**src/hdl/bfb_pkg.sv**
```systemverilog
// Shared types and constants for the 3x3 box filter with border copy.
// No dependencies; every other file imports this package.
package bfb_pkg;

    typedef logic [7:0] t_pixel;

    // Configuration register indexes
    localparam logic REG_FRAME_WIDTH  = 1'b0;
    localparam logic REG_FRAME_HEIGHT = 1'b1;

    // Frame size after reset
    localparam logic [10:0] FRAME_WIDTH_RESET  = 11'd480;
    localparam logic [10:0] FRAME_HEIGHT_RESET = 11'd640;

    // Divide a 3x3 sum (at most 2295) by 9: (sum * 3641) >> 15 is exact there
    localparam logic [11:0] DIV9_MULT  = 12'd3641;
    localparam int          DIV9_SHIFT = 15;

    // Result slots one pixel can cause, in emission order
    localparam int N_SLOTS = 4;
    localparam int SLOT_LEFT_EDGE  = 0;
    localparam int SLOT_INTERIOR   = 1;
    localparam int SLOT_RIGHT_EDGE = 2;
    localparam int SLOT_OWN_ROW    = 3;

    // One line buffer entry: the pixel of this column two rows and one row back
    typedef struct packed {
        t_pixel two_back;
        t_pixel one_back;
    } t_line_word;

    // One result word
    typedef struct packed {
        logic [9:0] row;
        logic [9:0] column;
        t_pixel     pixel;
        logic       last;
    } t_result;

endpackage

```
**src/hdl/bfb_out_reg.sv**
```systemverilog
// Output register for result words with valid/stall handshake.
// Uses bfb_pkg for the result word type.
module bfb_out_reg (
    input  logic             i_clk,
    input  logic             i_rst_n,
    input  logic             i_load,
    input  bfb_pkg::t_result i_word,
    input  logic             i_stall,
    output logic             o_free,
    output logic             o_valid,
    output bfb_pkg::t_result o_word
);
    import bfb_pkg::*;

    logic    r_valid;
    t_result r_word;

    // Free when empty or when the held word is taken this cycle
    assign o_free = !r_valid || !i_stall;

    always_ff @(posedge i_clk) begin
        if (!i_rst_n) begin
            r_valid <= 1'b0;
        end else if (i_load) begin
            r_valid <= 1'b1;
        end else if (!i_stall) begin
            r_valid <= 1'b0;
        end
    end

    // Load payload only on a new word
    always_ff @(posedge i_clk) begin
        if (i_load) begin
            r_word <= i_word;
        end
    end

    assign o_valid = r_valid;
    assign o_word  = r_word;

endmodule

```
**config.mk**
```make
export PLATFORM = sky130hd
export DESIGN_NAME = bfb_out_reg
export DESIGN_NICKNAME = d
export VERILOG_FILES = /design/src/hdl/bfb_pkg.sv /design/src/hdl/bfb_out_reg.sv
export SDC_FILE = /design/constraint.sdc
export NUM_CORES = 1
export LEC_CHECK = 0
export BUFFER_PORTS_ARGS = -buffer_cell sky130_fd_sc_hd__buf_2
export CAP_MARGIN = 40
export CORE_ASPECT_RATIO = 0.75
export CORE_MARGIN = 2
export CORE_UTILIZATION = 42
export DETAILED_ROUTE_END_ITERATION = 6
export PLACE_DENSITY_LB_ADDON = 0.12
export SYNTH_ARGS = -nofsm -noshare
export SYNTH_HDL_FRONTEND = slang
export SYNTH_SLANG_ARGS = --single-unit
export TNS_END_PERCENT = 30
```
**constraint.sdc**
```tcl
create_clock -name i_clk -period 1 [get_ports i_clk]
set_input_delay 0.2 -clock i_clk [delete_from_list [all_inputs] [get_ports i_clk]]
set_output_delay 0.2 -clock i_clk [all_outputs]
set_load 0.01 [all_outputs]
```
After elaboration in Yosys (flattened, before gate mapping)
Index checks and enable logic that the tools add are counted.
- eq/ne operators: 1
- muxes and demuxes: 2
- reductions and logical operators: 3
- operators with widths (cell ; count):
    1-bit zero test ; 2
    1-bit 2-to-1 mux ; 2
    2-bit inequality test (second input constant) ; 1
    1-bit logical OR ; 1
- bits in registers: 30
- input bits: 33
- output and inout bits: 31
- word-level logic and storage cells: 11

Depth between registers and ports, before layout
- word-level depth: 2
- mapped depth: 2
- gate-level depth less buffers: 2

Worst setup path before layout
No wires, ideal clock.
- path kind: reg2out
- start: register r_valid, in the netlist o_valid
- end: output port o_free
- data arrival time: 477 ps
- required time: 800 ps
- setup slack: 323 ps
- cell stages (with the launch flop): 2
- path buffers: 0
- cell sequence: dfxtp_1 > nand2_1
- longest elaborated chain between the ends: 2
- ends and longest elaborated chain (item ; line ; text):
    start: declaration ; bfb_out_reg.sv:15 ; logic r_valid;
    start signal: assignment ; bfb_out_reg.sv:23 ; r_valid <= 1'b0;
    start signal: assignment ; bfb_out_reg.sv:25 ; r_valid <= 1'b1;
    start signal: assignment ; bfb_out_reg.sv:27 ; r_valid <= 1'b0;
    1-bit zero test ; bfb_out_reg.sv:19 ; assign o_free = !r_valid || !i_stall;
    1-bit logical OR ; bfb_out_reg.sv:19 ;
    end: declaration ; bfb_out_reg.sv:9 ; output logic o_free,
Every way passes these cells.

Worst setup path in the final report
- start: register r_word, in the netlist o_word[15]
- end: output port o_word[15] (netlist name)
- RTL lines (item ; line ; text):
    start: declaration ; bfb_out_reg.sv:16 ; t_result r_word;
    start signal: assignment ; bfb_out_reg.sv:34 ; r_word <= i_word;
    end: declaration ; bfb_out_reg.sv:11 ; output bfb_pkg::t_result o_word
No word-level cell between the ends.

==> flow_metrics.py <==
metrics = {
    "timing": {
        "rsz_0062_raised_after_global_routing": "yes",
        "timing.final.crit_period_ns": 1.053,
        "max_clk_rate_mhz": 949.4,
        "post-route-worst-setup-slack_ns": -0.05326,
        "slew_headroom_pct": 89.51,
        "setup_viol_count_final": 30,
        "min_period_over_period_pct": 105.3,
        "slew_at_the_pin_closest_to_its_max_slew_limit_ns": 0.1573,
        "fin_skew_ns": 0,
        "final_hold_viol_count": 0,
        "slew_violations": 0,
        "tns_ns": -0.5870,
    },
    "logic_synthesis": {
        "synth.mux.area_fraction_pct": 0,
        "synth-xor-area-share_pct": 0,
        "yosys.area.top_type_share_pct": 96.13,
        "yosys.area.top_type": "sky130_fd_sc_hd__edfxtp_1",
        "synth_fp_nets": 66,
        "synthAdderAreaFrac_pct": 0,
        "ys_seq_elements": 30,
        "synth_cell_types": 5,
        "largest_family_of_logic_cells_by_synthesized_area": "simple AND/OR/NAND/NOR gates",
        "netlist_instances": 33,
        "synth_compound_gate_area_share_pct": 0.5525,
        "synth_simple_gate_area_share_pct": 1.105,
        "syn_area_per_cell_sq_um": 27.45,
        "ys_seq_area_share_pct": 98.34,
        "synthesis.area_sq_um": 905.9,
        "post_synth_main_area_contributors": "sky130_fd_sc_hd__edfxtp_1, sky130_fd_sc_hd__dfxtp_1, sky130_fd_sc_hd__nor2b_1",
        "synth.yosys.warnings": 0,
    },
    "pwr": {
        "leakagePower_uw": 0.0005855,
        "ir_worst_vdd_mv": 1.352,
        "power_density_mw_per_mm2": 1792,
        "total_power_uw": 2381,
    },
    "route": {
        "first_pass_iters": 2,
        "drt-wirelength-per-cell_microns": 12.15,
        "vias_per_cell": 4.333,
        "route.vias.total": 559,
        "route.detailed.drc": 0,
        "drt-initial-drc-count": 8,
        "wirelength_microns": 1567,
        "detail-route-antenna-nets": 0,
    },
    "global_routing": {
        "largest_net_degree_at_the_start_of_global_routing": 31,
        "grt_antenna_before_repair": 0,
        "global_route.overflow_total": 0,
        "grt_first_pass_wirelength_microns": 2277,
        "number_of_global_route_vias_before_repair": 509,
        "globalRouteTotalUtil_pct": 13.44,
    },
    "clock_tree": {
        "clkLatencyLatePin_ns": 0.31,
        "cts_root_buffer": "sky130_fd_sc_hd__clkbuf_4",
        "tritoncts": "built",
        "ctsHtreeMaxLevel": 2,
        "clock-sinks": 30,
        "cts-buffers-inserted": 5,
        "worst_setup_hold_path_clk_slew_ns": 0.09,
        "clockBufferDepth": 2,
    },
    "setup_path": {
        "timing.rr.start": "o_valid$_SDFFE_PN0P_",
        "count_of_buffering_cells_on_the_critical_path_with_inverters_included": 1,
        "critical-path-max-stage-delay_ns": 0.39,
        "worst_setup_path_startpoint": "o_word[15]$_DFFE_PP_",
        "timing.critical_path.slowest_stage_cell": "sky130_fd_sc_hd__edfxtp_1",
        "worst_ep_required_time_ns": 0.80,
        "timing_worst_setup_path_type": "reg -> out",
        "crit_fanout": 1,
        "start_kind": "flop",
        "worstSetupEndpointType": "primary output",
        "worst-endpoint-arrival_ns": 0.85,
        "critPathTopFamily": "flip-flops",
        "path_cells": "buf_2",
    },
    "floorplanning": {
        "io-pin-count": 64,
        "fp.dieArea_sq_mm": 0.002548,
        "rows": 14,
        "initial_core_util_pct": 44.97,
        "floorplan.die.width_microns": 57.63,
        "dieHeight_microns": 44.22,
        "core_sq_mm": 0.002014,
    },
    "placed_design": {
        "detailed_place_hpwl_microns": 1188,
        "gp_routability_congestion": 0.6298,
        "io_buffer_count": 63,
    },
    "min_path": {
        "hp-class": "in -> reg",
        "worst_hold_startpoint": "i_word[9]",
    },
    "cells_and_area": {
        "fillerInstances": 145,
        "post_route_cells_drive_above_1_share_pct": 67.62,
        "area_delta_synth_final_pct": 46.68,
        "insertedDiodeCount": 0,
        "layout.nets": 137,
    },
    "status": {
        "violations": "negative setup slack",
        "run_status": "finished, violations left",
    },
    "run": {
        "count_of_max_cap_constraint_violations": 0,
    },
}
[worst paths after layout]
check	slack, ns	endpoint	cells after the start
setup / recovery	-0.05	o_word[15]	1
hold / removal	0.05	o_word[9]$_DFFE_PP_	1
setup reg to reg	0.39	o_valid$_SDFFE_PN0P_	2
hold reg to reg	0.54	o_valid$_SDFFE_PN0P_	2
[what timing repair did]
action | in CTS | in global routing
pin swaps | 0 | 0
endpoints found under the setup margin | 31 | 31
hold buffers | 0 | 0
buffers inserted | 0 | 0
resized for setup | 1 | 1
endpoints found under the hold margin | 0 | 0
[synth_stat cells]
cell / number
sky130_fd_sc_hd__nand2_1: 1
sky130_fd_sc_hd__dfxtp_1: 1
sky130_fd_sc_hd__edfxtp_1: 29
sky130_fd_sc_hd__nor2b_1: 1
sky130_fd_sc_hd__a21oi_1: 1
[worst reg2reg max path, stage by stage, from the launching register on]
cell,delay (ns)
sky130_fd_sc_hd__dfxtp_2,0.34
sky130_fd_sc_hd__a21oi_1,0.12
sky130_fd_sc_hd__nor2b_1,0.05
[routing by layer]
| metal | part of all wire [%] | GRT usage [%] | wire (microns) |
|---|---|---|---|
| met3 | 11 | 6.725 | 176 |
| met5 | 0 | 0 | 0 |
| met1 | 35 | 14.74 | 554 |
| met4 | 1.9 | 9.767 | 30 |
| met2 | 51 | 20.45 | 806 |
[placed cells by master (no fill, tap or decap)]
cell,count
sky130_fd_sc_hd__dfxtp_2,1
sky130_fd_sc_hd__buf_12,1
sky130_fd_sc_hd__clkbuf_1,1
sky130_fd_sc_hd__buf_6,1
sky130_fd_sc_hd__clkbuf_4,5
sky130_fd_sc_hd__edfxtp_1,29
sky130_fd_sc_hd__a21oi_1,1
sky130_fd_sc_hd__clkinv_2,1
sky130_fd_sc_hd__buf_2,62
sky130_fd_sc_hd__clkinv_1,1
sky130_fd_sc_hd__nor2b_1,1
sky130_fd_sc_hd__nand2_1,1
[flip-flops by register name, summed over array words and instances, names as in the netlist]
register  flops
o_valid       1
o_word       29
[layout make-up]
class	instances	area, sq um	area share, %
Clock inverter	2	8.758	0.6591
Multi-Input combinational cell	3	15.01	1.130
Tap cell	24	30.03	2.260
Sequential cell	30	892.1	67.14
Clock buffer	6	41.29	3.107
Timing Repair Buffer	64	341.6	25.71
[report_power, final]
part	leakage, uW	internal (uW)	total (uW)	switching [uW]
clock network	0.0000297	263	634	371
registers	0.000292	1480	1510	22.1
logic	0.000263	119	240	121
total	0.000585	1870	2380	514
[through the flow]
stage	instances	utilization [%]	instance area (sq um)	hold WS, ns	setup slack [ns]
after global placement	121	63.11	1271	0.3765	0.1966
final	129	65.96	1329	0.05192	-0.05326
after floorplan	33	-	905.9	0.2989	0.3229
after detailed placement	121	63.11	1271	0.3781	0.1851
after global routing	129	65.96	1329	0.02271	-0.1179
after CTS	129	65.65	1323	0.03853	-0.08114
[cells by family after synthesis]
kind of cell / after synthesis
flops: 30
simple gates: 2
compound gates: 1
Power figures use the tool's default switching activity.
