**src/hdl/bfb_pkg.sv**
```systemverilog
// Shared types and constants for the 3x3 box filter with border copy.
// No dependencies; every other file imports this package.
package bfb_pkg;

    typedef logic [7:0] t_pixel;

    // Configuration register indexes
    localparam logic REG_FRAME_WIDTH  = 1'b0;
    localparam logic REG_FRAME_HEIGHT = 1'b1;

    // Frame size after reset
    localparam logic [10:0] FRAME_WIDTH_RESET  = 11'd480;
    localparam logic [10:0] FRAME_HEIGHT_RESET = 11'd640;

    // Divide a 3x3 sum (at most 2295) by 9: (sum * 3641) >> 15 is exact there
    localparam logic [11:0] DIV9_MULT  = 12'd3641;
    localparam int          DIV9_SHIFT = 15;

    // Result slots one pixel can cause, in emission order
    localparam int N_SLOTS = 4;
    localparam int SLOT_LEFT_EDGE  = 0;
    localparam int SLOT_INTERIOR   = 1;
    localparam int SLOT_RIGHT_EDGE = 2;
    localparam int SLOT_OWN_ROW    = 3;

    // One line buffer entry: the pixel of this column two rows and one row back
    typedef struct packed {
        t_pixel two_back;
        t_pixel one_back;
    } t_line_word;

    // One result word
    typedef struct packed {
        logic [9:0] row;
        logic [9:0] column;
        t_pixel     pixel;
        logic       last;
    } t_result;

endpackage

```
**src/hdl/bfb_window.sv**
```systemverilog
// 3x3 window: two stored columns per row plus the current column,
// and the truncated mean of the nine pixels. Uses bfb_pkg.
module bfb_window (
    input  logic            i_clk,
    input  logic            i_rst_n,
    input  logic            i_shift,
    input  bfb_pkg::t_pixel i_above2,
    input  bfb_pkg::t_pixel i_above1,
    input  bfb_pkg::t_pixel i_pixel,
    output bfb_pkg::t_pixel o_mean
);
    import bfb_pkg::*;

    t_pixel r_two  [2];
    t_pixel r_one  [2];
    t_pixel r_cur  [2];
    logic [11:0] sum;
    logic [23:0] product;

    // Shift the window one column when a pixel retires
    always_ff @(posedge i_clk) begin
        if (!i_rst_n) begin
            r_two <= '{default: '0};
            r_one <= '{default: '0};
            r_cur <= '{default: '0};
        end else if (i_shift) begin
            r_two[0] <= r_two[1];
            r_two[1] <= i_above2;
            r_one[0] <= r_one[1];
            r_one[1] <= i_above1;
            r_cur[0] <= r_cur[1];
            r_cur[1] <= i_pixel;
        end
    end

    // Sum the nine pixels and divide by nine through the reciprocal
    assign sum = 12'(r_two[0]) + 12'(r_two[1]) + 12'(i_above2)
               + 12'(r_one[0]) + 12'(r_one[1]) + 12'(i_above1)
               + 12'(r_cur[0]) + 12'(r_cur[1]) + 12'(i_pixel);
    assign product = 24'(sum) * 24'(DIV9_MULT);
    assign o_mean  = 8'(product >> DIV9_SHIFT);

endmodule

```
**config.mk**
```make
export PLATFORM = sky130hd
export DESIGN_NAME = bfb_window
export DESIGN_NICKNAME = d
export VERILOG_FILES = /design/src/hdl/bfb_pkg.sv /design/src/hdl/bfb_window.sv
export SDC_FILE = /design/constraint.sdc
export NUM_CORES = 1
export LEC_CHECK = 0
export ABC_AREA = 0
export BUFFER_PORTS_ARGS = -buffer_cell sky130_fd_sc_hd__buf_2
export CORE_AREA = 4 4 117 119
export CTS_BUF_LIST = sky130_fd_sc_hd__clkbuf_8
export CTS_CLUSTER_DIAMETER = 40
export DETAILED_ROUTE_END_ITERATION = 16
export DIE_AREA = 0 0 121 123
export PLACE_DENSITY_LB_ADDON = 0.08
export SLEW_MARGIN = 5
export SYNTH_ARGS = -nofsm -noshare
export SYNTH_HDL_FRONTEND = slang
export SYNTH_SLANG_ARGS = --single-unit
export TNS_END_PERCENT = 1
```
**constraint.sdc**
```tcl
create_clock -name i_clk -period 22.2 [get_ports i_clk]
set_clock_uncertainty 0.15 [all_clocks]
set_input_delay 0 -clock i_clk [delete_from_list [all_inputs] [get_ports i_clk]]
set_output_delay 0 -clock i_clk [all_outputs]
set_load 0.01 [all_outputs]
```
Word-level counts from Yosys, hierarchy flattened
Index checks and enable logic that the tools add are counted.
{"block": "word_totals", "ff_bits": 48, "in_bits": 27, "output_inout_bits": 8, "wordCells": 15}
{"block": "classes", "addsub": 8, "n_mul": 1}
{"operator": "$add 12x8->12", "n": 4}
{"operator": "$mul 12x12->23 const B", "n": 1}
{"operator": "$add 11x8->12", "n": 1}
{"operator": "$add 10x8->11", "n": 1}
{"operator": "$add 9x8->10", "n": 1}
{"operator": "$add 8x8->9", "n": 1}

Depth between registers and ports, before layout
{"block": "logic_depth", "word_depth": 9, "mapped_depth": 32, "mapped_depth_nobuf": 32}

Worst setup path before layout
Ideal clock, no wire load.
{"block": "synth_timing", "kind": "register to output", "startpoint": "register r_two[5] in the netlist's numbering", "endpoint": "output port o_mean[7]", "arrival_ns": 7.609, "t_required_ns": 22.050, "setup_slack_ns": 14.441, "stages_incl_launch_ff": 29, "n_path_buf": 0, "path_cell_list": "dfxtp_1 > inv_1 > fa_1 > inv_1 > fa_1 > fa_1 > inv_1 > fa_1 > inv_1 > ha_1 > nand3_1 > o211ai_2 > nor2_1 > xnor2_1 > inv_1 > fa_1 > inv_1 > ha_1 > ha_1 > fa_1 > inv_1 > fa_1 > inv_1 > ha_1 > a21o_1 > a31oi_2 > o221ai_2 > or3_4 > o311ai_1"}
{"block": "synth_via", "elab_chain_len": 9}
{"element": "start: declaration", "line_no": "bfb_window.sv:14", "source": "t_pixel r_two [2];"}
{"element": "$add 8x8->9", "line_no": "bfb_window.sv:37", "source": "assign sum = 12'(r_two[0]) + 12'(r_two[1]) + 12'(i_above2)"}
{"element": "$add 9x8->10", "line_no": "bfb_window.sv:37"}
{"element": "$add 10x8->11", "line_no": "bfb_window.sv:38", "source": "+ 12'(r_one[0]) + 12'(r_one[1]) + 12'(i_above1)"}
{"element": "$add 11x8->12", "line_no": "bfb_window.sv:38"}
{"element": "$add 12x8->12", "line_no": "bfb_window.sv:38"}
{"element": "$add 12x8->12 (3 in a row)", "line_no": "bfb_window.sv:39", "source": "+ 12'(r_cur[0]) + 12'(r_cur[1]) + 12'(i_pixel);"}
{"element": "$mul 12x12->23", "line_no": "bfb_window.sv:40", "source": "assign product = 24'(sum) * 24'(DIV9_MULT);"}
{"element": "end: declaration", "line_no": "bfb_window.sv:10", "source": "output bfb_pkg::t_pixel o_mean"}
No other way between the ends.

Worst setup path after layout
{"block": "layout_timing", "startpoint": "input port i_above2[2]", "endpoint": "output port o_mean[4]"}
{"block": "layout_via", "elab_chain_len": 8}
{"element": "start: declaration", "line_no": "bfb_window.sv:7", "source": "input bfb_pkg::t_pixel i_above2,"}
{"element": "$add 9x8->10", "line_no": "bfb_window.sv:37"}
{"element": "$add 10x8->11", "line_no": "bfb_window.sv:38"}
{"element": "$add 11x8->12", "line_no": "bfb_window.sv:38"}
{"element": "$add 12x8->12", "line_no": "bfb_window.sv:38"}
{"element": "$add 12x8->12 (3 in a row)", "line_no": "bfb_window.sv:39"}
{"element": "$mul 12x12->23", "line_no": "bfb_window.sv:40"}
No other way between the ends.

==> flow_summary_export.csv <==
group,metric,value,unit
global_route,grt_start_max_net_pins,49,
routing,drc_errors,0,
floorplanning,rows,41,
cells_and_area,drive_gt1_share,8.59,%
timing,fin_crit_sh,38.8,%
routing,vias,3806,
logic_synthesis,async_reset_ff_share,0,%
critical_path,worst-path-buf-inv,5,
cells_and_area,final_common_cell,"inv_1",
clocking,ctsResizeCount,0,
flow_run,cap_violations,0,
clocking,cts_tree,"built",
cells_and_area,fill_cells,1220,
critical_path,cp_slowest_stage_delay,0.53,ns
floorplanning,die_height,123,um
timing,finalHoldViolCount,0,
cells_and_area,final_cell_mix,"inv_1, ha_1, fa_1",
global_route,grt_pass1_vias,4109,
clocking,clk_pin_slew_worst_paths,0.10,ns
timing,drv_slew,0,
logic_synthesis,postSynthRegisterBits,48,
critical_path,worstPathRequired,22.05,ns
floorplanning,die_w,121,um
routing,vias_per_cell,4.69,
timing,period_minus_slack,8.61,ns
critical_path,path_common_cell,"fa_1",
cells_and_area,multi_input_area,4210,sq um
floorplanning,io_pins,35,
critical_path,end_kind,"output pin",
place,port_buffers,34,
clocking,cts-root-buf,"clkbuf_8",
global_route,antenna_found_initial,0,
place,place_congestion,0.868,
logic_synthesis,synthDistinctLibCells,43,
cells_and_area,area_growth,12.2,%
clocking,htreeDepth,2,
logic_synthesis,ys.warnings.count,0,
routing,avgRoutedWirePerCell,12.3,um
critical_path,critPathKind,"primary input to output pin",
clocking,clock_latency,0.31,ns
timing,rsz0062_at_grt,"false",
floorplanning,coreArea,12600,sq um
logic_synthesis,synth_flop_cell,"dfxtp_1",
timing,setup_viol,0,
critical_path,slowest_stage,"dlygate4sd3_1",
global_route,grt.overflow.total,0,
global_route,grtUsageTotal,14.8,%
timing,slew_headroom,46.7,%
floorplanning,initial_utilization,45.8,%
status,status,"complete, no violations",
timing,fmax,0.116,GHz
clocking,cts_buffers,5,
logic_synthesis,syn-cell-area,5750,sq um
clocking,post-cts-setup-buffer-count,0,
logic_synthesis,syn_avg_cell_area,9.85,sq um
cells_and_area,seqCellArea,961,sq um
cells_and_area,antenna_cells,0,
critical_path,crit_path_start,"i_above2[2]",
critical_path,cp.arrival,8.46,ns
routing,dr.pass1.iters,4,
place,dp.final_hpwl,8370,um
cells_and_area,final_nets,824,
logic_synthesis,synth_edf_count,0,
floorplanning,design.die.area,14900,sq um
logic_synthesis,postSynthCellCount,584,
logic_synthesis,syn-num-nets,769,
timing,worst_pin_slew,0.800,ns
timing,totalNegativeSetupSlack,0,ns
clocking,cts_num_sinks,48,
global_route,grt_pass1_wl,18200,um
min_path,hold_start,"i_rst_n",
logic_synthesis,seq_area_frac_synth,16.7,%
critical_path,cp_max_fo,6,
min_path,hp-class,"primary input to flop",
routing,drt_iter0_drc,104,
critical_path,critical_path.top_delay_family,"adder cells",
routing,route.antenna.remaining_nets,0,
clocking,ctsLongestPathBuffers,2,
critical_path,r2r-start,"r_two[2]$_SDFFE_PN0P_",
cells_and_area,final_core_util,51.3,%
routing,wl,9990,um
critical_path,startpoint_type,"primary input",
[worst paths after layout]
kind                            slack (ns)  depth (start not counted)                     end
worst max-delay path                 13.59                         30               o_mean[4]
worst min-delay path                  0.13                          2   r_cur[5]$_SDFFE_PN0P_
worst max register to register       21.33                          2  r_two[10]$_SDFFE_PN0P_
worst min register to register        0.37                          2  r_two[12]$_SDFFE_PN0P_
[stage by stage]
stage	cells	hold WS, ns	setup WS (ns)	cell area, sq um
6_report	812	0.134	13.59	6450
5_1_grt	812	0.183	13.10	6450
4_1_cts	812	0.146	13.56	6450
3_5_place_dp	780	0.131	13.94	6100
3_3_place_gp	780	0.122	14.11	6100
2_1_floorplan	584	0.0195	14.44	5750
[sequential cells by signal, summed over array words and instances (netlist names)]
signal and count:
r_cur 16, r_one 16, r_two 16
[layout make-up]
cell class              instances  area share, %
multi-input cells             383           65.3
flip-flops and latches         48           14.9
inverters                     142           8.26
repair buffers                 59           6.48
well taps                     172           3.33
clock buffers                   5           1.07
clock inverters                 3          0.717
[synth_stat cells, types with 2 or more instances]
cell / count / area, sq um
inv_1: 142 / 533
ha_1: 80 / 1000
fa_1: 78 / 1560
nor2b_1: 49 / 307
dfxtp_1: 48 / 961
mux2i_1: 48 / 480
a21oi_1: 15 / 75.1
nand2_1: 15 / 56.3
xnor2_1: 15 / 131
nor2_1: 12 / 45.0
a21o_1: 10 / 75.1
xor2_1: 10 / 87.6
nand3_1: 8 / 40.0
clkbuf_1: 6 / 22.5
o21ai_0: 6 / 30.0
buf_2: 5 / 25.0
nand4_1: 4 / 25.0
o21bai_1: 3 / 22.5
a21boi_0: 2 / 15.0
a31oi_1: 2 / 12.5
and2_1: 2 / 12.5
nor3_1: 2 / 10.0
or2_2: 2 / 12.5
[per-layer routing]
layer  wire length (um)  vias to the layer above  share of wire, %  GRT usage [%]
li1                   -                     1940                 -              -
met1               4750                     1815                48           20.2
met2               4910                       42                49           25.4
met3                236                        9               2.4           2.20
met4                 83                        0              0.83           2.55
met5                  0                        -                 0              0
[timing repair]
item	4_1_cts	5_1_grt
endpoints found under the setup margin	0	0
hold endpoints to repair	24	0
hold buffers	24	0
[cells by family after synthesis]
family | after synthesis | synth area share (%)
AND/OR/NAND/NOR | 97 | 9.24
multiplexers | 48 | 8.35
flip-flops | 48 | 16.7
buffers and inverters | 153 | 10.1
adder cells (fa/ha/maj) | 158 | 44.5
AO/OA/AOI/OAI | 53 | 6.70
XOR/XNOR | 27 | 4.37
Power is not shown: default switching activity piles up to over one toggle a cycle in this logic, so the estimate is an artifact.
